**src/poia_pkg.sv**
```systemverilog
// shared types and constants for the per-owner id pool allocator
// used by poia_ctrl, poia_stack_mem and per_owner_id_pool_allocator
`default_nettype none

package poia_pkg;

    localparam int FUNC_W = 3;
    localparam int OWN_W  = 3;
    localparam int ID_W   = 11;
    localparam int STAT_W = 2;
    localparam int OFF_W  = 10;
    localparam int CFG_W  = 4;
    // one extra bit over CFG_W so the reset count still fits when all owners are in use
    localparam int OIU_W  = CFG_W + 1;

    localparam int IN_TDATA_W  = ((OWN_W + ID_W + 7) / 8) * 8;
    localparam int OUT_TDATA_W = ((ID_W + OWN_W + STAT_W + 7) / 8) * 8;
    localparam int APB_AW      = 3;
    localparam int APB_DW      = 32;

    localparam logic [OFF_W-1:0] OFF_MAX = 10'd1023;

    localparam logic [FUNC_W-1:0] FN_ALLOC     = 3'd0;
    localparam logic [FUNC_W-1:0] FN_FREE      = 3'd1;
    localparam logic [FUNC_W-1:0] FN_PICK      = 3'd2;
    localparam logic [FUNC_W-1:0] FN_CLEAR     = 3'd3;
    localparam logic [FUNC_W-1:0] FN_RESET_ALL = 3'd4;

    localparam logic [STAT_W-1:0] STS_OK          = 2'd0;
    localparam logic [STAT_W-1:0] STS_EMPTY       = 2'd1;
    localparam logic [STAT_W-1:0] STS_WRONG_OWNER = 2'd2;
    localparam logic [STAT_W-1:0] STS_FULL        = 2'd3;

    localparam logic [0:0] REG_OWNERS_IN_USE = 1'b0;

    typedef enum logic [1:0] {
        S_IDLE,
        S_READ,
        S_SCAN,
        S_DONE
    } t_state;

    typedef struct packed {
        logic [FUNC_W-1:0] func;
        logic [OWN_W-1:0]  owner;
        logic [ID_W-1:0]   id_value;
    } t_req;

    typedef struct packed {
        logic [STAT_W-1:0] status;
        logic [OWN_W-1:0]  owner_out;
        logic [ID_W-1:0]   id_out;
    } t_res;

endpackage

`default_nettype wire

```
**src/poia_ctrl.sv**
```systemverilog
// request sequencer: per-owner counts, low-water marks and pick offsets,
// stack memory reads and writes and the serial pick scan; uses poia_pkg
`default_nettype none

module poia_ctrl #(
    parameter int OWNERS        = 8,
    parameter int IDS_PER_OWNER = 256,
    parameter int AW            = 11
) (
    input  wire logic                       i_clk,
    input  wire logic                       i_rst_n,
    input  wire poia_pkg::t_req             i_req,
    input  wire logic                       i_req_valid,
    output logic                            o_req_ready,
    input  wire logic [poia_pkg::OIU_W-1:0] i_owners_in_use,
    output poia_pkg::t_res                  o_res,
    output logic                            o_res_valid,
    input  wire logic                       i_res_ready,
    output logic                            o_mem_we,
    output logic      [AW-1:0]              o_mem_waddr,
    output logic      [poia_pkg::ID_W-1:0]  o_mem_wdata,
    output logic                            o_mem_re,
    output logic      [AW-1:0]              o_mem_raddr,
    input  wire logic [poia_pkg::ID_W-1:0]  i_mem_rdata
);
    import poia_pkg::*;

    localparam int OW_W  = (OWNERS > 1) ? $clog2(OWNERS) : 1;
    localparam int N_W   = OW_W + 1;
    localparam int CNT_W = $clog2(IDS_PER_OWNER + 1);
    localparam int BW    = $clog2((2 ** OWN_W) * IDS_PER_OWNER + 1);
    localparam int SW    = ((CNT_W > OFF_W) ? CNT_W : OFF_W) + 1;
    localparam logic [CNT_W-1:0] IDS_C = CNT_W'(IDS_PER_OWNER);

    t_state r_state, n_state;

    logic [CNT_W-1:0] r_cnt [OWNERS];
    // lowest count since the last refill; entries below it still hold their initial id
    logic [CNT_W-1:0] r_low [OWNERS];
    logic [OFF_W-1:0] r_off [OWNERS];

    t_res                r_res;
    logic                r_fresh;
    logic [ID_W-1:0]     r_init_id;
    logic [OW_W-1:0]     r_idx;
    logic [OW_W-1:0]     r_best;
    logic signed [SW-1:0] r_best_score;
    logic [OFF_W-1:0]    r_best_off;

    logic                 s_accept;
    logic                 s_owner_ok;
    logic [OW_W-1:0]      s_sel;
    logic [CNT_W-1:0]     s_cnt;
    logic [CNT_W-1:0]     s_low;
    logic [OFF_W-1:0]     s_off;
    logic [CNT_W-1:0]     s_pop_c;
    logic                 s_fresh;
    logic [BW-1:0]        s_base;
    logic [BW-1:0]        s_id;
    logic                 s_in_block;
    logic [ID_W-1:0]      s_init_id;
    logic                 s_pop_ok;
    logic                 s_push_ok;
    logic [N_W-1:0]       s_n;
    logic                 s_last;
    logic signed [SW-1:0] s_score;
    logic                 s_take;
    logic [OW_W-1:0]      s_win;
    logic [OFF_W-1:0]     s_win_off;
    logic                 s_scan_done;
    logic                 s_do_reset_all;
    logic                 s_do_clear;

    assign s_accept   = i_req_valid && o_req_ready;
    assign s_owner_ok = BW'(i_req.owner) < BW'(OWNERS);

    // one shared index into the per-owner tables
    assign s_sel = (r_state == S_SCAN) ? r_idx : OW_W'(i_req.owner);
    assign s_cnt = r_cnt[s_sel];
    assign s_low = r_low[s_sel];
    assign s_off = r_off[s_sel];

    assign s_base     = BW'(i_req.owner) * BW'(IDS_PER_OWNER);
    assign s_id       = BW'(i_req.id_value);
    assign s_in_block = (s_id >= s_base) && (s_id < s_base + BW'(IDS_PER_OWNER));
    assign s_pop_c    = s_cnt - 1'b1;
    assign s_fresh    = s_pop_c < s_low;
    // initial content of the slot being popped: base + ids - count
    assign s_init_id  = ID_W'(s_base + BW'(IDS_PER_OWNER) - BW'(s_cnt));

    assign s_pop_ok  = s_owner_ok && (s_cnt != '0);
    assign s_push_ok = s_owner_ok && s_in_block && (s_cnt < IDS_C);

    always_comb begin
        if (i_owners_in_use == '0) begin
            s_n = N_W'(1);
        end else if (int'(i_owners_in_use) > OWNERS) begin
            s_n = N_W'(OWNERS);
        end else begin
            s_n = N_W'(i_owners_in_use);
        end
    end

    assign s_score   = signed'(SW'(s_cnt)) - signed'(SW'(s_off));
    assign s_take    = (r_idx == '0) || (s_score > r_best_score);
    assign s_win     = s_take ? r_idx : r_best;
    assign s_win_off = s_take ? s_off : r_best_off;
    assign s_last    = (N_W'(r_idx) + N_W'(1)) == s_n;

    assign s_scan_done    = (r_state == S_SCAN) && s_last;
    assign s_do_reset_all = s_accept && (i_req.func == FN_RESET_ALL);
    assign s_do_clear     = s_accept && (i_req.func == FN_CLEAR) && s_owner_ok;

    // next state
    always_comb begin
        n_state = r_state;
        case (r_state)
            S_IDLE: begin
                if (s_accept) begin
                    if (i_req.func == FN_ALLOC && s_pop_ok) begin
                        n_state = S_READ;
                    end else if (i_req.func == FN_PICK) begin
                        n_state = S_SCAN;
                    end else begin
                        n_state = S_DONE;
                    end
                end
            end
            S_READ: begin
                n_state = S_DONE;
            end
            S_SCAN: begin
                if (s_last) begin
                    n_state = S_DONE;
                end
            end
            S_DONE: begin
                if (i_res_ready) begin
                    n_state = S_IDLE;
                end
            end
            default: begin
                n_state = S_IDLE;
            end
        endcase
    end

    // outputs
    always_comb begin
        o_req_ready = (r_state == S_IDLE);
        o_res_valid = (r_state == S_DONE) && i_res_ready;
        o_mem_re    = s_accept && (i_req.func == FN_ALLOC) && s_pop_ok;
        o_mem_we    = s_accept && (i_req.func == FN_FREE) && s_push_ok;
        o_mem_raddr = AW'(s_base + BW'(s_pop_c));
        o_mem_waddr = AW'(s_base + BW'(s_cnt));
        o_mem_wdata = i_req.id_value;
    end

    assign o_res = r_res;

    always_ff @(posedge i_clk) begin
        if (!i_rst_n) begin
            r_state <= S_IDLE;
            for (int o = 0; o < OWNERS; o++) begin
                r_cnt[o] <= IDS_C;
                r_low[o] <= IDS_C;
                r_off[o] <= '0;
            end
        end else begin
            r_state <= n_state;
            if (s_do_reset_all) begin
                for (int o = 0; o < OWNERS; o++) begin
                    r_cnt[o] <= IDS_C;
                    r_low[o] <= IDS_C;
                    r_off[o] <= '0;
                end
            end
            if (o_mem_re) begin
                r_cnt[s_sel] <= s_pop_c;
                if (s_fresh) begin
                    r_low[s_sel] <= s_pop_c;
                end
            end
            if (o_mem_we) begin
                r_cnt[s_sel] <= s_cnt + 1'b1;
            end
            if (s_do_clear) begin
                r_off[s_sel] <= '0;
            end
            if (s_scan_done && s_win_off < OFF_MAX) begin
                r_off[s_win] <= s_win_off + 1'b1;
            end
        end
    end

    always_ff @(posedge i_clk) begin
        if (s_accept) begin
            r_res     <= '0;
            r_fresh   <= s_fresh;
            r_init_id <= s_init_id;
            r_idx     <= '0;
            case (i_req.func)
                FN_ALLOC: begin
                    if (!s_pop_ok) begin
                        r_res.status <= STS_EMPTY;
                    end
                end
                FN_FREE: begin
                    if (!(s_owner_ok && s_in_block)) begin
                        r_res.status <= STS_WRONG_OWNER;
                    end else if (s_cnt >= IDS_C) begin
                        r_res.status <= STS_FULL;
                    end
                end
                default: begin
                end
            endcase
        end
        if (r_state == S_READ) begin
            r_res.id_out <= r_fresh ? r_init_id : i_mem_rdata;
        end
        if (r_state == S_SCAN) begin
            if (s_take) begin
                r_best       <= r_idx;
                r_best_score <= s_score;
                r_best_off   <= s_off;
            end
            r_idx <= r_idx + 1'b1;
            if (s_last) begin
                r_res.owner_out <= OWN_W'(s_win);
            end
        end
    end

    a_read_follows_issue : assert property (@(posedge i_clk) disable iff (!i_rst_n)
        o_mem_re |=> (r_state == S_READ))
        else $error("stack read issued without entering read state");

    a_scan_steps : assert property (@(posedge i_clk) disable iff (!i_rst_n)
        (r_state == S_SCAN && !s_last) |=>
            (r_state == S_SCAN) && (r_idx == OW_W'($past(r_idx) + 1'b1)))
        else $error("pick scan skipped or left early");

    a_low_mark : assert property (@(posedge i_clk) disable iff (!i_rst_n)
        s_low <= s_cnt)
        else $error("low-water mark above stack count");

    a_done_returns_idle : assert property (@(posedge i_clk) disable iff (!i_rst_n)
        o_res_valid |=> (r_state == S_IDLE))
        else $error("result delivered but sequencer not idle");

endmodule

`default_nettype wire

```
**config.mk**
```make
export PLATFORM = sky130hd
export DESIGN_NAME = poia_ctrl
export DESIGN_NICKNAME = d
export VERILOG_FILES = /design/src/poia_pkg.sv /design/src/poia_ctrl.sv
export SDC_FILE = /design/constraint.sdc
export NUM_CORES = 1
export LEC_CHECK = 0
export BUFFER_PORTS_ARGS = -buffer_cell sky130_fd_sc_hd__buf_2
export CAP_MARGIN = 20
export CORE_MARGIN = 8
export CORE_UTILIZATION = 31
export CTS_BUF_LIST = sky130_fd_sc_hd__clkbuf_16
export DETAILED_ROUTE_END_ITERATION = 10
export RECOVER_POWER = 25
export SLEW_MARGIN = 5
export SYNTH_ARGS = -nofsm -noshare
export SYNTH_HDL_FRONTEND = slang
export SYNTH_SLANG_ARGS = --single-unit
```
**constraint.sdc**
```tcl
create_clock -name i_clk -period 8.3 [get_ports i_clk]
set_input_delay 1.66 -clock i_clk [delete_from_list [all_inputs] [get_ports i_clk]]
set_output_delay 1.66 -clock i_clk [all_outputs]
set_load 0.01 [all_outputs]
```
==> out/summary.txt, run 1 <==
Status -> finished, violations left
Failing checks -> max-capacitance violations, max-slew violations
Post-CTS Setup Bufs -> 0
Worst-Skew Late Latency -> 0.57 ns
Total core area -> 47,400 sq um
CP required -> 8.58 ns
Largest net degree at the start of global routing -> 30
Max FO, Critical Path -> 29
Worst Tran Pin Value -> 1.66 ns
Root Driver -> clkbuf_16
DR pass1 iterations -> 7
Peak Freq -> 0.128 GHz
Routed len/inst -> 22.0 um
Total clock sinks -> 281
Hold Path Depth -> 2
Port bufs -> 89
# setup viols final -> 0
Antenna Nets Post-Route -> 0
Hold Buf Count CTS -> 0
Leakage -> 0.00636 uW
Hold Crit Start -> r_state[1]
Synth Area per Inst -> 11.3 sq um
CP startpoint kind -> primary input
Top-count cell post-synth -> edfxtp_1
Die H -> 235 um
Antenna diodes -> 0
Initial DRC Count -> 1,225
Layout cell share with drive strength beyond 1 -> 0.151
Fin. max-slew vios -> 33
Ys flop type -> edfxtp_1
Vias per cell -> 5.35
Syn Nets -> 1,394
Max Cap Viol -> 3
Gr usage total -> 0.156
Synth area leader -> edfxtp_1
Die X -> 235 um
Cell Rows -> 80
RR Startpoint -> r_state[0]
Pwr Density -> 423 nW/um^2
Post-synth top cells -> 276 x edfxtp_1, 259 x nor2_1, 116 x nand2_1, 64 x inv_1, 49 x ha_1
H-tree Lvls -> 1
Slew HR -> -0.115
Mapped Area -> 14,800 sq um
Layout Nets -> 1,504
Worst r2r dst -> r_off[0][9]
Cell count after synthesis -> 1,308
I/O pins -> 90
Initial antenna violation count -> 0
Synthesis-to-finish area growth -> 13.7%
CTS Buf Count -> 28
Post-DP Area -> 16,100 sq um
Endpoint, Worst Hold -> r_state[1]
FILL cells -> 4,739
Netlist cell types -> 99
DRC viols -> 0
Reg clk slew, reported paths -> 0.06 ns
Critical Path Sink Type -> flop
Min-Delay Path Class -> reg2reg
Data arrival time of the critical path -> 8.06 ns
DP Wirelength -> 32.6 mm
Yosys top cell area share -> 0.559
Post-synth EDFFs -> 276
Worst Skew -> 0.0311 ns
RSZ-0062 raised after global routing -> no
Final instance area -> 16,800 sq um
Area contributors post-synth -> edfxtp_1 56%, nor2_1 6.6%, ha_1 4.1%
Synth warnings -> 0
Clk buf depth -> 3
Worst r2r path cells -> 29
Number of global-route vias before repair -> 10,600
Initial core utilization -> 0.312
FF+latch count, synth -> 281
Asr flop ratio synth -> 0
Die ar. -> 55,000 sq um
Clock tree from TritonCTS -> done
Via count -> 11,000
Fin crit period -> 7.78 ns
Final Cycle Share -> 0.938
First-pass GRT wire length -> 67.0 mm
Sequential area share after synthesis -> 0.566
Gp weighted congestion -> 0.930
WL final -> 45.1 mm
Total gr overflow -> 0
Post_cts resized -> 0
WS Path Type -> in2reg
Worst vdd ir -> 289 uV
Final hold violations -> 0
Total negative slack -> 0 ns
R2R Setup Slk -> 0.72 ns
[layout make-up]
| type | count | area [sq um] | share of cell area |
|---|---|---|---|
| multi-input combinational | 883 | 5620 | 0.334 |
| timing repair buffer | 159 | 918 | 0.0545 |
| clock inverter | 21 | 176 | 0.0105 |
| tap | 615 | 769 | 0.0457 |
| inverter | 65 | 244 | 0.0145 |
| sequential | 281 | 8390 | 0.498 |
| clock buffer | 29 | 726 | 0.0431 |
[worst max-delay path: stages]
cell	delay, ns
buf_2	0.18
mux2_4	0.47
clkbuf_1	0.35
nand2_1	0.11
a32o_1	0.29
nor3_2	0.22
o221ai_2	0.21
inv_1	0.09
ha_1	0.13
inv_1	0.06
ha_1	0.17
a21o_1	0.18
a21oi_1	0.23
o21bai_1	0.10
a21oi_1	0.19
xnor2_1	0.16
ha_1	0.27
and4_1	0.19
and3_1	0.18
a221oi_1	0.43
o21a_1	0.26
buf_4	0.33
and3_1	0.26
o211ai_1	0.12
or2_1	0.37
a21o_1	0.34
o211ai_1	0.25
buf_4	0.22
[layer usage]
layer / part of all wire / up-vias / GRT usage
met5: 0 / - / 0
met4: 0.027 / 0 / 0.0491
met3: 0.091 / 72 / 0.0288
met2: 0.46 / 577 / 0.250
met1: 0.42 / 5368 / 0.212
li1: - / 4958 / -
[report_power, final]
part	switching [uW]	internal [uW]	leakage [uW]
Sequential	115	1880	0.00280
Combinational	2650	1200	0.00307
Clock	552	723	0.000481
[through the flow]
step | setup WS [ns] | utilization | hold WS [ns] | power [uW] | cells
floorplan | 0.0924 | - | 0.466 | 4380 | 1308
global placement | 0.281 | 0.339 | 0.484 | 5830 | 2003
detailed placement | 0.160 | 0.339 | 0.497 | 5870 | 2003
CTS | 0.736 | 0.358 | 0.507 | 7150 | 2053
global route | 0.150 | 0.355 | 0.539 | 7490 | 2053
finish | 0.518 | 0.355 | 0.502 | 7120 | 2053
[registers in the layout (all words and copies together) (netlist names)]
register and count:
o_res 16, r_best 3, r_best_off 10, r_best_score 11, r_cnt 72, r_fresh 1, r_idx 3, r_init_id 11
r_low 72, r_off 80, r_state 2
[cells in the final DEF (no fill, tap or decap), types with 38 or more instances in the layout]
cell      synthesis  final
edfxtp_1        276    276
nor2_1          259    259
nand2_1         116    116
inv_1            64     74
buf_4            28     62
buf_2            26     58
ha_1             49     48
mux2i_1          45     44
clkbuf_1         10     38
[worst max-delay path by stage]
stage | startpoint | to | slack [ns] | cells after the start
floorplan | i_req[11] | r_off[0][0] | 0.09 | 32
global placement | i_req[13] | r_off[0][1] | 0.28 | 26
detailed placement | i_req[13] | r_off[0][9] | 0.16 | 27
CTS | i_req[12] | o_mem_raddr[10] | 0.74 | 17
global route | i_req[12] | r_off[1][9] | 0.15 | 28
finish | i_req[12] | r_off[0][9] | 0.52 | 28
[logic make-up after synthesis]
kind of cell | Yosys count | synth area share
simple gates | 540 | 0.168
xor+xnor | 40 | 0.0252
mux | 57 | 0.0441
fa+ha+maj | 49 | 0.0414
flops | 281 | 0.566
compound gates | 197 | 0.103
buf+inv | 144 | 0.0521
No activity file was read; power rests on OpenSTA's default activity.
==> run 2: changes to the inputs <==
--- a/config.mk
+++ b/config.mk
@@ -5,6 +5,7 @@
 export SDC_FILE = /design/constraint.sdc
 export NUM_CORES = 1
 export LEC_CHECK = 0
+export ABC_AREA = 1
 export BUFFER_PORTS_ARGS = -buffer_cell sky130_fd_sc_hd__buf_2
 export CAP_MARGIN = 20
 export CORE_MARGIN = 8
==> constraint.sdc (replaced) <==
create_clock -name i_clk -period 8.9 [get_ports i_clk]
set_input_delay 1.78 -clock i_clk [delete_from_list [all_inputs] [get_ports i_clk]]
set_output_delay 1.78 -clock i_clk [all_outputs]
set_load 0.01 [all_outputs]
==> out/summary.txt, run 2 <==
Worst-Skew Late Latency -> 0.56 ns
CTS Buf Count -> 28
Min-Delay Path Class -> reg2reg
Area contributors post-synth -> edfxtp_1 57%, nor2_1 7.7%, nand2_1 6.8%
Antenna diodes -> 0
Max reg flops -> 80
Final hold violations -> 0
Die ar. -> 53,700 sq um
Die X -> 232 um
Layout Nets -> 1,641
Layout cell share with drive strength beyond 1 -> 0.108
Top-count cell post-synth -> nor2_1
Top reg by flops -> r_off
Commonest non-fill, non-tap cell in the layout -> nor2_1
FF+latch count, synth -> 281
Post-synth EDFFs -> 276
Max Cap Viol -> 1
Hold Buf Count CTS -> 0
Most used cell, CP -> nand2_1
Total gr overflow -> 0
Initial DRC Count -> 1,156
Synth area leader -> edfxtp_1
Synth warnings -> 0
Top Registers -> r_off: 80 flops, r_cnt: 72 flops, r_low: 72 flops
Syn Nets -> 1,561
DRC viols -> 0
Worst Skew -> 0.0180 ns
Synthesis-to-finish area growth -> 13.0%
Setup WS pre-CTS -> 0.269 ns
Port bufs -> 89
Ys flop type -> edfxtp_1
Netlist cell types -> 49
# setup viols final -> 0
Cell Rows -> 79
Clk buf depth -> 3
Leakage -> 0.00625 uW
RSZ-0062 raised after global routing -> no
Slowest cell on crit path -> nand3_1
Pwr Density -> 402 nW/um^2
Antenna Nets Post-Route -> 0
Slowest stage delay, CP -> 0.52 ns
Synth Area per Inst -> 9.78 sq um
First-pass GRT wire length -> 61.8 mm
Max FO, Critical Path -> 13
Total core area -> 46,300 sq um
Gr usage total -> 0.146
Gp weighted congestion -> 0.936
CP startpoint kind -> primary input
Cell count after synthesis -> 1,475
DR pass1 iterations -> 7
Worst vdd ir -> 305 uV
Number of global-route vias before repair -> 10,600
Root Driver -> clkbuf_16
Via count -> 11,100
Fin crit period -> 8.10 ns
Initial core utilization -> 0.312
Largest net degree at the start of global routing -> 49
Mapped Area -> 14,400 sq um
Post-CTS Setup Bufs -> 0
Total negative slack -> 0 ns
Status -> finished, violations left
Total clock sinks -> 281
Peak Freq -> 0.123 GHz
Asr flop ratio synth -> 0
Die H -> 232 um
DP Wirelength -> 29.3 mm
Yosys top cell area share -> 0.575
Sequential area share after synthesis -> 0.582
WS Path Type -> in2reg
Failing checks -> max-capacitance violations, max-slew violations
FILL cells -> 4,667
WL final -> 40.6 mm
Reg clk slew, reported paths -> 0.06 ns
Worst setup margin -> 0.796 ns
Post-synth top cells -> 295 x nor2_1, 276 x edfxtp_1, 262 x nand2_1, 101 x inv_1, 73 x nor3_1
CP required -> 9.11 ns
Clock tree from TritonCTS -> done
Final Cycle Share -> 0.911
Worst Tran Pin Value -> 1.71 ns
Fin. max-slew vios -> 17
I/O pins -> 90
Initial antenna violation count -> 0
Slew HR -> -0.153
Vias per cell -> 5.07
Critical Path Sink Type -> flop
Routed len/inst -> 18.6 um
H-tree Lvls -> 1
Data arrival time of the critical path -> 8.31 ns
Highest-count cells in the layout ignoring fill and taps -> 295 x nor2_1, 276 x edfxtp_1, 263 x nand2_1, 104 x inv_1, 72 x nor3_1
## run 2: changes by cell type after synthesis, sizes merged, moves of 17 or more
cell,previous run,this run
xnor2,25,6
nand3,44,71
a21oi,37,20
inv,65,108
nor2b,19,0
nand2,117,267
o22ai,9,32
nor2,259,298
nor3,29,74
o21ai,32,77
mux2i,48,0
## run 2: final cells by class
class	count	area [sq um]	share of cell area
sequential	281	8390	0.515
multi-input combinational	994	5080	0.312
inverter	117	439	0.0269
clock buffer	29	726	0.0445
tap	607	759	0.0466
timing repair buffer	133	714	0.0438
clock inverter	19	193	0.0118
## run 2: cells by family (layout without fill, tap and decap cells)
kind of cell | Yosys count | in the layout | share of synthesized area
adder cells (fa/ha/maj) | 49 | 49 | 0.0425
XOR/XNOR | 29 | 29 | 0.0176
AND/OR/NAND/NOR | 743 | 743 | 0.219
AO/OA/AOI/OAI | 173 | 173 | 0.0741
buffers and inverters | 200 | 298 | 0.0657
flip-flops | 281 | 281 | 0.582
## run 2: through the flow
step	cell area, sq um	cells	hold WS, ns	power [uW]	utilization
3_3_place_gp	15500	2132	0.466	5370	0.334
2_1_floorplan	14400	1475	0.510	4250	-
6_report	16300	2180	0.486	6560	0.352
4_1_cts	16400	2180	0.483	6630	0.354
5_1_grt	16300	2180	0.516	7050	0.352
3_5_place_dp	15500	2132	0.468	5400	0.334
## run 2: path summary, 6_finish.rpt
check	start	endpoint	slack (ns)	depth (start not counted)
hold / removal	o_res[12]	o_res[12]	0.49	2
setup reg to reg	r_state[0]	r_off[6][3]	1.13	36
setup / recovery	i_req[13]	r_off[6][3]	0.80	34
hold reg to reg	o_res[12]	o_res[12]	0.49	2
## run 2: what timing repair did
item,CTS,global route
endpoints found under the hold margin,0,0
resized for setup,0,3
setup endpoints to repair,0,50
## run 2: where the power goes
part	switching, uW	leakage [uW]	internal [uW]	total (uW)
sequential	69.9	0.00280	1780	1850
clock	508	0.000455	701	1210
combinational	2460	0.00299	1040	3490
total	3030	0.00625	3520	6560
## run 2: per-layer routing
metal / global-route usage / share of wire / up-vias
met5: 0 / 0 / -
met4: 0.0508 / 0.030 / 0
met3: 0.0210 / 0.084 / 73
met2: 0.233 / 0.45 / 505
met1: 0.202 / 0.44 / 5275
li1: - / - / 5206
## run 2: critical path: cells and delay by family
family	cells	cell delay, ns
and+or+nand+nor	20	3.20
AOI/OAI and AO/OA	4	1.22
buffers and inverters	6	1.05
adders and majority gates	3	0.84
xor gates and xnor gates	1	0.20
